[src/hw/rtl/mwo_pkg.sv]
// ----------------------------------------------------------------------------
// mwo_pkg
// Shared types and constants of the mipmapped wavetable oscillator.
// ----------------------------------------------------------------------------
package mwo_pkg;

   localparam int PHASE_BITS  = 32;
   localparam int SAMPLE_BITS = 24;
   localparam int FRAC_BITS   = 16;

   localparam int REQ_DATA_W = 80;
   localparam int REQ_USER_W = 2;
   localparam int RSP_DATA_W = 24;
   localparam int CSR_ADDR_W = 5;
   localparam int CSR_DATA_W = 32;

   localparam int SEL_FIELD_W = 3;
   localparam int IDX_FIELD_W = 12;
   localparam int LEN_FIELD_W = 4;
   localparam int TIU_W       = 4;
   localparam int STEP_W      = 3;

   typedef logic [1:0] op_type;
   localparam op_type OP_TICK   = 2'd0;
   localparam op_type OP_SAMPLE = 2'd1;
   localparam op_type OP_DESC   = 2'd2;

   typedef enum logic [2:0] {
      CSR_PHASE_INC     = 3'd0,
      CSR_PHASE_SHIFT   = 3'd1,
      CSR_PULSE_OFFSET  = 3'd2,
      CSR_OUTPUT_MODE   = 3'd3,
      CSR_TABLES_IN_USE = 3'd4
   } csr_index_type;

   typedef enum logic {
      ST_IDLE,
      ST_READ
   } state_type;

   typedef struct packed {
      logic s0_load;
      logic mul_en;
      logic sum_en;
      logic a_load;
   } interp_ctl_type;

   localparam logic [PHASE_BITS-1:0] PULSE_OFFSET_RESET = PHASE_BITS'(1) << (PHASE_BITS - 1);

   localparam logic [STEP_W-1:0] STEP_LAST_PLAIN = 3'd4;
   localparam logic [STEP_W-1:0] STEP_LAST_PULSE = 3'd6;

   localparam logic [SAMPLE_BITS-1:0] SAMPLE_MAX = {1'b0, {(SAMPLE_BITS-1){1'b1}}};
   localparam logic [SAMPLE_BITS-1:0] SAMPLE_MIN = {1'b1, {(SAMPLE_BITS-1){1'b0}}};

endpackage

[src/hw/rtl/mwo_select.sv]
// ----------------------------------------------------------------------------
// mwo_select
// Table descriptors and band selection by phase increment.
// ----------------------------------------------------------------------------
module mwo_select
   import mwo_pkg::*;
#(
   parameter int TABLE_SLOTS = 8,
   parameter int SLOT_W      = 3,
   parameter int LEN_W       = 4
) (
   input  logic                  clock,
   input  logic                  reset,
   input  logic                  desc_we,
   input  logic [SLOT_W-1:0]     desc_slot,
   input  logic [PHASE_BITS-1:0] desc_top,
   input  logic [LEN_W-1:0]      desc_len,
   input  logic [PHASE_BITS-1:0] phase_inc,
   input  logic [TIU_W-1:0]      tables_in_use,
   input  logic                  sel_en,
   output logic [SLOT_W-1:0]     sel_slot,
   output logic [LEN_W-1:0]      sel_len
);

   logic [PHASE_BITS-1:0] top_ff [TABLE_SLOTS];
   logic [LEN_W-1:0]      len_ff [TABLE_SLOTS];
   logic [SLOT_W-1:0]     sel_slot_ff;
   logic [LEN_W-1:0]      sel_len_ff;
   logic [4:0]            used;
   logic [SLOT_W-1:0]     pick;

   always_ff @(posedge clock) begin
      if (reset) begin
         for (int i = 0; i < TABLE_SLOTS; i++) begin
            top_ff[i] <= '0;
            len_ff[i] <= '0;
         end
      end else if (desc_we) begin
         top_ff[desc_slot] <= desc_top;
         len_ff[desc_slot] <= desc_len;
      end
   end

   // first table whose top frequency exceeds the increment, else the last in use
   always_comb begin
      used = (5'(tables_in_use) > 5'(TABLE_SLOTS)) ? 5'(TABLE_SLOTS) : 5'(tables_in_use);
      pick = SLOT_W'(TABLE_SLOTS - 1);
      for (int i = TABLE_SLOTS - 1; i >= 0; i--) begin
         if ((5'(i + 1) >= used) || (phase_inc < top_ff[i])) begin
            pick = SLOT_W'(i);
         end
      end
   end

   always_ff @(posedge clock) begin
      if (sel_en) begin
         sel_slot_ff <= pick;
         sel_len_ff  <= len_ff[pick];
      end
   end

   assign sel_slot = sel_slot_ff;
   assign sel_len  = sel_len_ff;

endmodule

[config.mk]
export PLATFORM = sky130hd
export DESIGN_NAME = mwo_select
export DESIGN_NICKNAME = d
export VERILOG_FILES = /design/src/hw/rtl/mwo_pkg.sv /design/src/hw/rtl/mwo_select.sv
export SDC_FILE = /design/constraint.sdc
export NUM_CORES = 1
export LEC_CHECK = 0
export ABC_AREA = 1
export BUFFER_PORTS_ARGS = -buffer_cell sky130_fd_sc_hd__buf_2
export CORE_MARGIN = 5
export CORE_UTILIZATION = 45
export CTS_BUF_LIST = sky130_fd_sc_hd__clkbuf_16
export DETAILED_ROUTE_END_ITERATION = 6
export GPL_ROUTABILITY_DRIVEN = 0
export GPL_TIMING_DRIVEN = 0
export PLACE_DENSITY = 0.6
export SYNTH_ARGS = -nofsm -noshare
export SYNTH_HDL_FRONTEND = slang
export SYNTH_SLANG_ARGS = --single-unit
[constraint.sdc]
create_clock -name clock -period 3.1 [get_ports clock]
set_input_delay 0.775 -clock clock [delete_from_list [all_inputs] [get_ports clock]]
set_output_delay 0.775 -clock clock [all_outputs]
set_load 0.005 [all_outputs]
---- Word level (Yosys, flattened, before mapping) ----
Memories as Yosys holds them, arrays and structs flattened. A register that Yosys moved wholly into a read port is not among the register bits.
Index checks and enable logic that the tools add are counted.
storage, ports and cells
  output and inout bits ................... 7
  input bits .............................. 79
  word-level logic and storage cells ...... 46
  memories kept ........................... 2
  flip-flop bits (word level) ............. 3
  RAM bits ................................ 288
memories
  name    words  width  read ports  clocked after memory_dff  write ports  line              source
  top_ff  8      32     7           0                         8            mwo_select.sv:25  logic [PHASE_BITS-1:0] top_ff [TABLE_SLOTS];
  len_ff  8      4      1           1                         8            mwo_select.sv:26  logic [LEN_W-1:0] len_ff [TABLE_SLOTS];
cells by class
  reduce and logical (&&, ||, !) cells .... 9
  multiplexer cells ....................... 19
  magnitude comparators ................... 15
operators with widths
  operator            count
  $lt 32x32->1        7
  $mux 32             1
  $reduce_or 32->1    1
  $mux 3              8
  $ge 3x4->1 const A  4
  $ge 2x4->1 const A  2
  $mux 1              8
  $mux 4              2
  $logic_or 1x1->1    7
  $ge 1x4->1 const A  1
  $gt 4x4->1 const B  1
  $reduce_or 4->1     1

---- Depth between registers and ports, before layout ----
  depth after elaboration ................. 11
  gate-level depth with buffers ........... 25
  mapped depth without buffers ............ 24

---- Worst setup path before layout ----
No wires, ideal clock.
  path type ............................... input -> register
  start ................................... in reset
  end ..................................... mem len_ff[0][0], enable pin
  library setup time ...................... 0.505 ns
  setup slack ............................. 0.326 ns
  arrival time ............................ 2.269 ns
  required time ........................... 2.595 ns
  path buffers ............................ 1
  stages .................................. 6
  cells stage by stage .................... clkinv_1 > nand2_1 > nor2_1 > nand2_1 > clkbuf_1 > nand2_1
RTL lines
  element             line              source
  start: declaration  mwo_select.sv:13  input logic reset,
  end: declaration    mwo_select.sv:26

==> flow_summary_export.csv <==
group,metric,value,unit
synth,yosysTopAreaCell,"edfxtp_1",
setup_path,cp_num_buf_inv,4,
synth,synth_top_area_share,0.518,
clocking,cts_buffers,31,
clocking,path_clk_slew,50,ps
setup_path,path_common_cell,"nand2_1",
setup_path,end_kind,"flip-flop",
cells_and_area,syn_to_final_growth,14.2,%
route,detail-route-antenna-nets,0,
synth,synth_nets,1878,
floorplan,dieWidth,194,um
timing,drv_slew,0,
grt,first_global_vias,10793,
setup_path,slowest_stage,"nand2_2",
cells_and_area,drive_above_1_share,0.0924,
pwr,power_density,513,mW/mm2
route,viasPerCell,5.00,
grt,grt_util_all_layers,0.189,
cells_and_area,final_cell_count_no_fill,2180,
route,num_vias,10907,
synth,synth_compound_area_frac,0.0636,
timing,rsz0062_at_grt,"true",
synth,synth_seq_area_share,0.518,
setup_path,cp_top_family,"simple AND/OR/NAND/NOR gates",
timing,maxSlewHeadroom,0.534,
synth,synth_fa_ha_area_frac,0.178,
setup_path,cp_cell_sequence,"buf_2 -> clkinv_1 -> nand2_1 -> nor2_1 -> nand2_1 -> clkbuf_1 -> nand2_2 -> buf_16",
timing,finalSetupViolations,0,
floorplan,ios,86,
pwr,vdd_drop_max,0.000392,V
synth,synth_top_family_by_area,"adder cells",
timing,timing.fmax,330,MHz
setup_path,path_max_fanout,20,
timing,timing.final.ws_setup,72.3,ps
clocking,htreeDepth,1,
setup_path,critPathKind,"input port to flip-flop",
clocking,clockBufferDepth,3,
setup_path,max_stage_delay,510,ps
placement,io_buffers,85,
synth,synth.cell_area,0.0152,mm2
synth,syn_area_per_cell,9.64,um2
min_path,hold_path_class,"input port to flip-flop",
cells_and_area,layout_common_cells,"inv_1 (316), nor2_1 (297), edfxtp_1 (263), ha_1 (217), nand2_1 (195)",
route,wl,36.1,mm
synth,synthDistinctLibCells,33,
synth,yosys.area_share.simple,0.155,
route,route.detailed.drc,0,
route,dr.pass1.iters,5,
route,drt_iter0_drc,602,
placement,dpl.cell_count,2122,
timing,finalHoldViolations,0,
timing,fin_crit_sh,0.977,
placement,dpl_worst_slack,-619,ps
synth,synth_cells,1582,
synth,synth_top_cells_by_area,"edfxtp_1 (52%), ha_1 (18%), inv_1 (7.7%)",
timing,tightestPinTransition,698,ps
grt,grt_pass1_wl,56.7,mm
clocking,cts_tree,"yes",
synth,ys_seq_elements,263,
setup_path,arrival,3330,ps
timing,final.min_clock_period,3030,ps
run,cap_violations,0,
setup_path,required,3400,ps
floorplan,core-area,0.0335,mm2
timing,clock_skew,10.7,ps
clocking,insertion_delay,560,ps
floorplan,die-area,0.0377,mm2
setup_path,start_kind,"input port",
synth,synth_xor_area_frac,0,
floorplan,start_util,0.455,
clocking,cts_sinks,263,
grt,antenna_found_initial,0,
route,wl_per_cell,16.6,um
run_status,status,"complete, no violations",
clocking,clock-root-buffer,"clkbuf_16",
synth,muxShareOfSynthArea,0,
grt,overflow,0,
grt,grt_max_degree,29,
cells_and_area,layout_commonest_cell,"inv_1",
synth,yosysWarnings,0,
placement,place_hpwl,27.0,mm
timing,setup_tns,0,ps
cells_and_area,layout.nets,2005,
pwr,leakage,8.34,nW
floorplan,rows,67,
floorplan,die_y,194,um
## timing repair
action / CTS / global route
gates resized for setup: 1 / 2
hold buffers: 0 / 0
pin swaps: 0 / 1
setup buffers: 0 / 2
endpoints found under the setup margin: 22 / 42
## final timing paths
check	from	end	slack [ps]	depth (start not counted)
worst max-delay path	reset	top_ff[2][3]$_SDFFCE_PN0P_	70	8
worst min-delay path	sel_en	sel_slot[1]$_DFFE_PP_	550	1
worst max register to register	top_ff[0][15]$_SDFFCE_PN0P_	sel_len[0]$_DFFE_PP_	290	15
worst min register to register	len_ff[6][2]$_SDFFCE_PN0P_	sel_len[2]$_DFFE_PP_	730	6
## layout make-up
| class | count | area (um2) |
|---|---|---|
| multi-input combinational | 977 | 6080 |
| fill | 3085 | 16100 |
| tap | 448 | 561 |
| clock buffer | 31 | 776 |
| buffer | 24 | 104 |
| antenna | 1 | 2.50 |
| clock inverter | 24 | 180 |
| timing repair buffer | 94 | 611 |
| inverter | 318 | 1190 |
| sequential | 263 | 7900 |
## state kept, by name (all words and copies together) (netlist names)
signal    count
len_ff       32
sel_len       4
sel_slot      3
top_ff      224
## report_power, final
part           internal [mW]  leakage (nW)  switching (mW)
Combinational          0.454          5.33           0.810
Clock                   2.04         0.485            1.42
Sequential              4.15          2.52          0.0551
## worst register-to-register path: cells and delay by family, from the launching register on
| kind | cells | cell delay [ps] |
|---|---|---|
| flip-flops | 1 | 320 |
| AO/OA/AOI/OAI | 3 | 770 |
| buffers and inverters | 3 | 320 |
| adder cells (fa/ha/maj) | 1 | 300 |
| AND/OR/NAND/NOR | 8 | 940 |
## layer usage
| metal | vias up | track usage | routed length [um] | share of wire |
|---|---|---|---|---|
| li1 | 5492 | - | - | - |
| met1 | 5135 | 0.248 | 16100 | 0.44 |
| met2 | 218 | 0.331 | 17600 | 0.49 |
| met3 | 62 | 0.0240 | 1570 | 0.043 |
| met4 | 0 | 0.0523 | 922 | 0.026 |
| met5 | - | 0 | 0 | 0 |
## synth_stat cells
cell,count
o221ai_1,4
o21a_1,11
o21bai_1,2
nand4_1,20
buf_4,1
nor4_1,3
a31oi_1,4
a21oi_1,115
buf_2,1
buf_6,1
a21oi_4,1
nor4_2,1
nand3b_1,2
inv_2,5
nand2_2,2
inv_1,312
a211oi_1,2
clkbuf_1,21
clkinv_1,1
nand2_4,3
and2_1,1
nand2_1,202
a21boi_1,4
nand3_1,43
o21ai_0,15
and3_1,2
o21ai_1,11
ha_1,217
nor2_1,297
nor3_1,9
edfxtp_1,263
o211ai_1,5
a21o_1,1
## logic make-up (layout without fill, tap and decap cells)
kind of cell / after synthesis / after routing
fa+ha+maj: 217 / 217
buf+inv: 342 / 491
compound gates: 175 / 175
flops: 263 / 263
other cells: 0 / 1
simple gates: 585 / 585
## metrics by stage
step | hold slack, ps | cell area [um2] | total power, mW | utilization
floorplan | 662 | 15200 | 5.07 | -
global placement | 709 | 16200 | 5.46 | 0.484
detailed placement | 715 | 16400 | 5.54 | 0.490
CTS | 528 | 17400 | 9.01 | 0.518
global route | 548 | 17400 | 9.36 | 0.519
finish | 546 | 17400 | 8.93 | 0.519
No activity file was read; power rests on OpenSTA's default activity.
