$ cat src/hw/rtl/mwo_pkg.sv
// ----------------------------------------------------------------------------
// mwo_pkg
// Shared types and constants of the mipmapped wavetable oscillator.
// ----------------------------------------------------------------------------
package mwo_pkg;

   localparam int PHASE_BITS  = 32;
   localparam int SAMPLE_BITS = 24;
   localparam int FRAC_BITS   = 16;

   localparam int REQ_DATA_W = 80;
   localparam int REQ_USER_W = 2;
   localparam int RSP_DATA_W = 24;
   localparam int CSR_ADDR_W = 5;
   localparam int CSR_DATA_W = 32;

   localparam int SEL_FIELD_W = 3;
   localparam int IDX_FIELD_W = 12;
   localparam int LEN_FIELD_W = 4;
   localparam int TIU_W       = 4;
   localparam int STEP_W      = 3;

   typedef logic [1:0] op_type;
   localparam op_type OP_TICK   = 2'd0;
   localparam op_type OP_SAMPLE = 2'd1;
   localparam op_type OP_DESC   = 2'd2;

   typedef enum logic [2:0] {
      CSR_PHASE_INC     = 3'd0,
      CSR_PHASE_SHIFT   = 3'd1,
      CSR_PULSE_OFFSET  = 3'd2,
      CSR_OUTPUT_MODE   = 3'd3,
      CSR_TABLES_IN_USE = 3'd4
   } csr_index_type;

   typedef enum logic {
      ST_IDLE,
      ST_READ
   } state_type;

   typedef struct packed {
      logic s0_load;
      logic mul_en;
      logic sum_en;
      logic a_load;
   } interp_ctl_type;

   localparam logic [PHASE_BITS-1:0] PULSE_OFFSET_RESET = PHASE_BITS'(1) << (PHASE_BITS - 1);

   localparam logic [STEP_W-1:0] STEP_LAST_PLAIN = 3'd4;
   localparam logic [STEP_W-1:0] STEP_LAST_PULSE = 3'd6;

   localparam logic [SAMPLE_BITS-1:0] SAMPLE_MAX = {1'b0, {(SAMPLE_BITS-1){1'b1}}};
   localparam logic [SAMPLE_BITS-1:0] SAMPLE_MIN = {1'b1, {(SAMPLE_BITS-1){1'b0}}};

endpackage

$ cat src/hw/rtl/mwo_interp.sv
// ----------------------------------------------------------------------------
// mwo_interp
// Linear interpolation datapath and pulse-mode difference with saturation.
// ----------------------------------------------------------------------------
module mwo_interp
   import mwo_pkg::*;
(
   input  logic                   clock,
   input  interp_ctl_type         ctl,
   input  logic [SAMPLE_BITS-1:0] rd_data,
   input  logic [FRAC_BITS-1:0]   weight,
   input  logic                   pulse_mode,
   output logic [SAMPLE_BITS-1:0] result
);

   localparam int PROD_W = SAMPLE_BITS + FRAC_BITS + 2;

   logic [SAMPLE_BITS-1:0]   s0_ff;
   logic [SAMPLE_BITS-1:0]   base_ff;
   logic signed [PROD_W-1:0] prod_ff;
   logic [SAMPLE_BITS-1:0]   sum_ff;
   logic [SAMPLE_BITS-1:0]   a_ff;

   logic signed [SAMPLE_BITS:0] diff;
   logic signed [PROD_W-1:0]    prod_in;
   logic signed [PROD_W-1:0]    prod_shr;
   logic [SAMPLE_BITS:0]        sum_wide;
   logic [SAMPLE_BITS-1:0]      sum_in;
   logic [SAMPLE_BITS:0]        pdiff;

   always_comb begin
      diff     = $signed({rd_data[SAMPLE_BITS-1], rd_data}) -
                 $signed({s0_ff[SAMPLE_BITS-1], s0_ff});
      prod_in  = PROD_W'(diff) * PROD_W'($signed({1'b0, weight}));
      prod_shr = prod_ff >>> FRAC_BITS;
      sum_wide = {base_ff[SAMPLE_BITS-1], base_ff} + prod_shr[SAMPLE_BITS:0];
      sum_in   = sum_wide[SAMPLE_BITS-1:0];
   end

   always_ff @(posedge clock) begin
      if (ctl.s0_load) begin
         s0_ff <= rd_data;
      end
      if (ctl.mul_en) begin
         prod_ff <= prod_in;
         base_ff <= s0_ff;
      end
      if (ctl.sum_en) begin
         sum_ff <= sum_in;
      end
      if (ctl.a_load) begin
         a_ff <= sum_ff;
      end
   end

   always_comb begin
      pdiff = {a_ff[SAMPLE_BITS-1], a_ff} - {sum_ff[SAMPLE_BITS-1], sum_ff};
      if (!pulse_mode) begin
         result = sum_ff;
      end else if (pdiff[SAMPLE_BITS] != pdiff[SAMPLE_BITS-1]) begin
         result = pdiff[SAMPLE_BITS] ? SAMPLE_MIN : SAMPLE_MAX;
      end else begin
         result = pdiff[SAMPLE_BITS-1:0];
      end
   end

endmodule
$ cat config.mk
export PLATFORM = sky130hd
export DESIGN_NAME = mwo_interp
export DESIGN_NICKNAME = d
export VERILOG_FILES = /design/src/hw/rtl/mwo_pkg.sv /design/src/hw/rtl/mwo_interp.sv
export SDC_FILE = /design/constraint.sdc
export NUM_CORES = 1
export LEC_CHECK = 0
export ABC_AREA = 0
export CORE_ASPECT_RATIO = 0.5
export CORE_MARGIN = 2
export CORE_UTILIZATION = 44
export CTS_CLUSTER_SIZE = 30
export DETAILED_ROUTE_END_ITERATION = 6
export DONT_BUFFER_PORTS = 1
export GPL_TIMING_DRIVEN = 0
export PLACE_DENSITY = 0.64
export RECOVER_POWER = 100
export SLEW_MARGIN = 20
export SYNTH_ARGS = -nofsm -noshare
export SYNTH_HDL_FRONTEND = slang
export SYNTH_SLANG_ARGS = --single-unit
export TNS_END_PERCENT = 100
$ cat constraint.sdc
create_clock -name clock -period 15.4 [get_ports clock]
set_input_delay 0.77 -clock clock [delete_from_list [all_inputs] [get_ports clock]]
set_output_delay 0.77 -clock clock [all_outputs]
set_load 0.1 [all_outputs]
# After elaboration in Yosys (flattened, before gate mapping)

Index checks and enable logic that the tools add are counted.

Memory bits (writable): 0
Memory bits (read-only): 0
Input port bits: 46
Latch bits: 0
Flip-flop bits (word level): 136
Memories kept: 0
Logic and storage cells: 13

Shift-type cells: 0
Div/mod/pow operators: 0
Add/subtract/negate cells: 3
Magnitude comparators: 0
Equal/unequal tests: 1
Bitwise logic cells: 0
Mux-type cells: 3
Reductions and logical operators: 0
Multiply operators: 1

Operators by type and width:

| operator                                       | number |
|---|---|
| 24-bit 2-to-1 mux                              | 3 |
| 24-bit by 24-bit subtractor with 25-bit output | 2 |
| 25-bit by 17-bit multiplier with 40-bit output | 1 |
| 24-bit adder                                   | 1 |
| 1-bit != test                                  | 1 |

# Longest topological paths before layout

Gate-level depths: netlist (run 1).

Word-level depth: 4
Gate-level depth with buffers: 35
Depth with buffers taken out: 34

# Worst setup path after synthesis (run 1)

Ideal clock, no wire load.

Path kind: input to register
From: input rd_data[1]
To: register prod_ff[34] (data pin)
Path buffers: 1
Data arrival time: 8015 ps
Slack: 7127 ps
Library setup time: 258 ps
Data required time: 15142 ps
Cell stages on the path: 29
Path through: ha_1 > nor2b_1 > o21a_1 > a311o_1 > a211oi_2 > a21oi_2 > a221oi_4 > xnor2_1 > buf_2 > nand2_1 > fa_1 > fa_1 > fa_1 > inv_1 > fa_1 > fa_1 > inv_1 > fa_1 > inv_1 > ha_1 > a21o_1 > a21o_1 > a221oi_1 > a211oi_1 > o21ai_0 > nand2b_1 > a21o_1 > a21oi_1 > xnor2_1

Cells in the longest elaborated chain, start to end: 2

Ends and longest elaborated chain:

| element                                        | line             | RTL |
|---|---|---|
| start: declaration                             | mwo_interp.sv:10 | `input logic [SAMPLE_BITS-1:0] rd_data,` |
| 24-bit by 24-bit subtractor with 25-bit output | mwo_interp.sv:32 | `diff = $signed({rd_data[SAMPLE_BITS-1], rd_data}) -` |
| 25-bit by 17-bit multiplier with 40-bit output | mwo_interp.sv:34 | `prod_in = PROD_W'(diff) * PROD_W'($signed({1'b0, weight}));` |
| named net prod_in[34]                          | mwo_interp.sv:25 | `logic signed [PROD_W-1:0] prod_in;` |
| end signal: assignment                         | mwo_interp.sv:45 | `prod_ff <= prod_in;` |
| end: declaration                               | mwo_interp.sv:20 | `logic signed [PROD_W-1:0] prod_ff;` |

The timed path passes the listed nets, and every way through them passes these cells.
A chain may end at the register's enable or synchronous reset.

# Worst setup path in the final report (run 1)

From: register s0_ff[0]
To: register prod_ff[39] (data pin)

Cells in the longest elaborated chain, start to end: 2

Ends and longest elaborated chain:

| element                                        | line             | RTL |
|---|---|---|
| start: declaration                             | mwo_interp.sv:18 | `logic [SAMPLE_BITS-1:0] s0_ff;` |
| start signal: assignment                       | mwo_interp.sv:42 | `s0_ff <= rd_data;` |
| 24-bit by 24-bit subtractor with 25-bit output | mwo_interp.sv:32 |  |
| 25-bit by 17-bit multiplier with 40-bit output | mwo_interp.sv:34 |  |
| named net prod_in[39]                          | mwo_interp.sv:25 |  |

The timed path passes the listed nets, and every way through them passes these cells.

==> run_results.csv, run 1 <==
group,metric,value,unit
run_status,status,"finished with violations",
run_status,violations,"capacitance limit, slew limit",
placement,place_congestion,0.936,
floorplan,die_h,159,um
cts,cts_hold_buf,0,
job,max-cap-violations,20,
cts,cts_resized,0,
sta,worst_pin_slew,2.23,ns
placement,io_buffers,0,
global_routing,gr-total-overflow,0,
detailed_routing,routed_wire_length_per_instance,18.3,um
layout,area_growth,6.69,%
cts,max-clock-path-buffers,2,
sta,rsz0062_at_grt,"no",
critical_path,start_kind,"flop",
hold_path,hold_start,"sum_ff[8]$_DFFE_PP_",
synth,synth_fp_nets,2818,
layout,num-nets-final,2840,
sta,period_share,66.8,%
critical_path,cp-startpoint,"s0_ff[0]$_DFFE_PP_",
cts,cts_setup_buffers,0,
synth,synthArstFlopShare,0,%
sta,whs,0.446,ns
sta,fin_worst_skew,0.0129,ns
sta,setup_tns,0,ns
placement,detailed_place_hpwl,44800,um
synth,ys_types,62,
sta,setup_viol,0,
sta,finalMaxSlewViolations,20,
cts,cts-htree-levels,4,
global_routing,grt_max_degree,49,
floorplan,num_io_pins,70,
floorplan,start_util,44.8,%
cts,cts_tree,"yes",
cts,cts-root-buf,"clkbuf_16",
critical_path,worstPathMaxFanout,10,
critical_path,rr_worst_depth,31,
layout,stdcell_area,22500,um2
global_routing,antenna_found_initial,2,
layout,fillers,4457,
cts,clk_latency,0.41,ns
synth,synth-seq-cells,120,
detailed_routing,ant_nets,0,
layout,register_area,3600,um2
detailed_routing,routed_wl,53100,um
floorplan,rows,56,
synth,yosysSeqAreaShare,17.1,%
global_routing,grt.total_usage,22.1,%
synth,netlist_instances,2230,
critical_path,worstPathRequired,15.55,ns
critical_path,worst_setup_path_end_kind,"flop",
sta,hold_viol,0,
sta,fmax,97.2,MHz
critical_path,critical-path-slowest-cell,"o21ai_0",
sta,relSlewSlack,-46.7,%
critical_path,r2r_start,"s0_ff[0]$_DFFE_PP_",
synth,netlist_area,21100,um2
synth,synth-edff-count,120,
synth,synth_warnings,0,
synth,synth_ff_type,"edfxtp_1",
floorplan,core,47100,um2
detailed_routing,first_iter_violations,1055,
placement,place_area,22100,um2
critical_path,crit_top_cell,"fa_1",
cts,clkTransAtPathRegs,0.06,ns
hold_path,hold_path.class,"flop to flop",
hold_path,whs_path_depth,0,
global_routing,grt_pass1_wl,86100,um
sta,min_period,10.29,ns
cts,numClockSinks,120,
floorplan,die_area,49800,um2
detailed_routing,drt_pass1_iterations,5,
floorplan,dieWidth,314,um
cts,cts_buffers,17,
detailed_routing,drc,0,
detailed_routing,vias,15049,
synth,synth.avg_cell_area,9.46,um2
detailed_routing,drt-vias-per-instance,5.18,
critical_path,cp.arrival,10.44,ns
global_routing,grt_pass1_vias,15696,
layout,multiInputGateArea,15300,um2
layout,utilization,47.8,%
layout,drive_gt1_share,2.21,%
critical_path,slowest_delay,0.75,ns
critical_path,crit_type,"flop to flop",
## area by class of cell
type | instances | area share [%]
flip-flops and latches | 120 | 16.0
repair buffers | 3 | 0.0500
well taps | 638 | 3.55
multi-input cells | 1538 | 68.1
inverters | 494 | 8.23
clock buffers | 17 | 1.89
diodes | 1 | 0.0111
plain buffers | 78 | 1.37
clock inverters | 15 | 0.783
## flip-flops by register name, indices dropped and copies added, names as in the netlist
signal,cells
sum_ff,24
s0_ff,24
base_ff,24
prod_ff,24
a_ff,24
## cells in the mapped netlist (all sizes together), types with 22 or more instances
cell,count,area share (%)
nor2,82,1.5
o21a,25,0.89
clkbuf,68,1.2
xor2,25,1.0
o22ai,24,0.71
o21ai,53,1.3
ha,168,10
edfxtp,120,17
xnor2,66,2.8
and2,165,4.9
nand2,242,4.3
a21oi,72,1.7
inv,494,8.8
nor3,22,0.52
nor2b,33,0.98
fa,374,35
## critical path, delay by kind of cell (launching register included)
kind,cells,cell delay [ns]
buf+inv,5,0.98
compound gates,9,3.44
simple gates,7,1.06
fa+ha+maj,9,4.04
xor+xnor,1,0.11
flops,1,0.41
## metal layers
metal	wire [um]	vias to the layer above	part of all wire, %	global-route usage (%)
met1	24000	7517	45	31.3
met2	24100	485	45	35.5
met3	3860	62	7.3	3.51
met4	1160	0	2.2	5.18
met5	0	-	0	0
li1	-	6985	-	-
## kinds of logic after synthesis
family	synth area share, %
DFF	17.1
xor gates and xnor gates	3.81
and+or+nand+nor	14.4
adders and majority gates	45.7
AOI/OAI and AO/OA	8.62
muxes	0.148
buffers and inverters	10.3
## worst paths after layout
kind | to | slack (ns)
worst min register to register | a_ff[8]$_DFFE_PP_ | 0.45
worst min-delay path | a_ff[8]$_DFFE_PP_ | 0.45
worst max register to register | prod_ff[39]$_DFFE_PP_ | 5.11
worst max-delay path | prod_ff[39]$_DFFE_PP_ | 5.11
## layout by cell type (no fill, tap or decap), drive strengths merged, types with 18 or more instances in the layout
cell type and n:
o22ai 24, a21o 21, xor2 25, edfxtp 120, nor2b 33, o21a 25, nand2 242, ha 168
nand3 18, xnor2 66, o21ai 53, clkbuf 89, nor3 22, nor2 82, a21oi 72, fa 374
and2 165, inv 497
## through the flow
step / setup WS (ns) / std cells
after floorplan: 7.13 / 2230
after global placement: 4.92 / 2868
after detailed placement: 4.86 / 2871
after CTS: 5.20 / 2903
after global routing: 4.59 / 2904
final: 5.11 / 2904
Power of run 1 is not shown: default switching activity piles up to over one toggle a cycle in this logic, so the estimate is an artifact.
==> run 2, diff against run 1 <==
==> constraint.sdc (replaced) <==
create_clock -name clock -period 9.7 [get_ports clock]
set_input_delay 0.485 -clock clock [delete_from_list [all_inputs] [get_ports clock]]
set_output_delay 0.485 -clock clock [all_outputs]
set_load 0.1 [all_outputs]
==> run_results.csv, run 2 (same netlist as run 1, synthesis figures left out) <==
group,metric,value,unit
floorplan,die_area,49800,um2
critical_path,crit_top_cell,"fa_1",
critical_path,start_kind,"flop",
layout,final_cell_mix,"inv_1 (494), fa_1 (374), nand2_1 (242), ha_1 (168), and2_1 (165)",
placement,io_buffers,0,
placement,place_congestion,0.936,
cts,cts-htree-levels,4,
sta,finalMaxSlewViolations,20,
placement,detailed_place_hpwl,44800,um
layout,final_common_cell,"inv_1",
detailed_routing,drt-vias-per-instance,5.19,
sta,setup_viol,0,
cts,cts_buffers,17,
sta,period_share,95.4,%
floorplan,die_h,159,um
hold_path,hold_path.class,"input pin to flop",
floorplan,rows,56,
detailed_routing,vias,15097,
layout,drive_gt1_share,3.57,%
floorplan,start_util,44.8,%
global_routing,grt_pass1_wl,86300,um
cts,max-clock-path-buffers,2,
cts,cts-root-buf,"clkbuf_16",
cts,numClockSinks,120,
detailed_routing,drc,0,
job,max-cap-violations,20,
run_status,status,"finished with violations",
detailed_routing,routed_wl,53300,um
critical_path,worst_setup_path_end_kind,"flop",
sta,worst_pin_slew,2.22,ns
sta,hold_viol,0,
detailed_routing,ant_nets,0,
critical_path,slowest_delay,0.54,ns
detailed_routing,drt_pass1_iterations,4,
global_routing,grt_pass1_vias,15746,
sta,fmax,108,MHz
sta,fin_worst_skew,0.0129,ns
sta,whs,0.173,ns
global_routing,grt.total_usage,22.1,%
cts,clk_latency,0.41,ns
floorplan,core,47100,um2
global_routing,grt_max_degree,49,
floorplan,dieWidth,314,um
critical_path,critical-path-slowest-cell,"fa_1",
global_routing,antenna_found_initial,3,
layout,num-nets-final,2845,
floorplan,num_io_pins,70,
layout,utilization,48.2,%
layout,area_growth,7.49,%
sta,min_period,9.25,ns
detailed_routing,first_iter_violations,1096,
detailed_routing,routed_wire_length_per_instance,18.3,um
critical_path,worstPathMaxFanout,10,
critical_path,worstPathRequired,9.85,ns
cts,clkTransAtPathRegs,0.06,ns
critical_path,cp.arrival,9.40,ns
cts,cts_tree,"yes",
global_routing,gr-total-overflow,0,
critical_path,crit_type,"flop to flop",
run_status,violations,"capacitance limit, slew limit",
sta,relSlewSlack,-45.9,%
==> run 2: cell types whose count changed in the layout (fill, tap and decap cells not counted), moves of 2 or more <==
cell	change
xnor2_2	+7
xnor2_1	-7
buf_2	+2
buf_4	+5
clkbuf_1	-8
xor2_1	-3
clkbuf_2	+6
xor2_2	+3
==> run 2: worst paths after layout <==
| path | depth (start not counted) | endpoint | startpoint | slack (ns) |
|---|---|---|---|---|
| setup / recovery | 32 | prod_ff[39]$_DFFE_PP_ | s0_ff[1]$_DFFE_PP_ | 0.45 |
| hold / removal | 0 | s0_ff[23]$_DFFE_PP_ | rd_data[23] | 0.17 |
| setup reg to reg | 32 | prod_ff[39]$_DFFE_PP_ | s0_ff[1]$_DFFE_PP_ | 0.45 |
| hold reg to reg | 0 | a_ff[8]$_DFFE_PP_ | sum_ff[8]$_DFFE_PP_ | 0.45 |
==> run 2: metrics by stage <==
step                instance area [um2]  instances  setup WS (ns)  setup TNS, ns
global route                      22700       2909       -0.00714       -0.00714
global placement                  21900       2868         -0.500          -2.35
detailed placement                22100       2871         -0.555          -2.66
finish                            22700       2909          0.447              0
floorplan                         21100       2230           1.71              0
CTS                               22700       2903        -0.0140        -0.0140
==> run 2: critical path: cells and delay by family, from the launching register on <==
family / cells / cell delay, ns
AOI/OAI and AO/OA: 10 / 2.70
xor gates and xnor gates: 1 / 0.11
adders and majority gates: 8 / 3.61
buffers and inverters: 7 / 0.78
DFF: 1 / 0.46
and+or+nand+nor: 6 / 1.31
==> run 2: per-layer routing <==
layer | up-vias | wire length [um] | share of wire (%) | GRT usage [%]
li1 | 6998 | - | - | -
met1 | 7566 | 23900 | 45 | 31.1
met2 | 474 | 24200 | 45 | 35.5
met3 | 57 | 4050 | 7.6 | 3.85
met4 | 2 | 1120 | 2.1 | 5.28
met5 | - | 7 | 0.013 | 0
==> run 2: what timing repair did <==
item,in CTS,in global routing
hold endpoints to repair,0,0
setup endpoints to repair,9,13
hold buffers,0,0
resized for setup,8,25
setup buffers,0,5
pin swaps,0,2
==> run 2: layout make-up <==
class / count / area (um2)
Clock buffer: 17 / 425
Buffer: 78 / 318
Fill cell: 4449 / 24400
Antenna cell: 1 / 2.50
Clock inverter: 15 / 176
Sequential cell: 120 / 3600
Inverter: 494 / 1850
Tap cell: 638 / 798
Multi-Input combinational cell: 1538 / 15500
Timing Repair Buffer: 8 / 48.8
Power of run 2 is left out for the same reason.
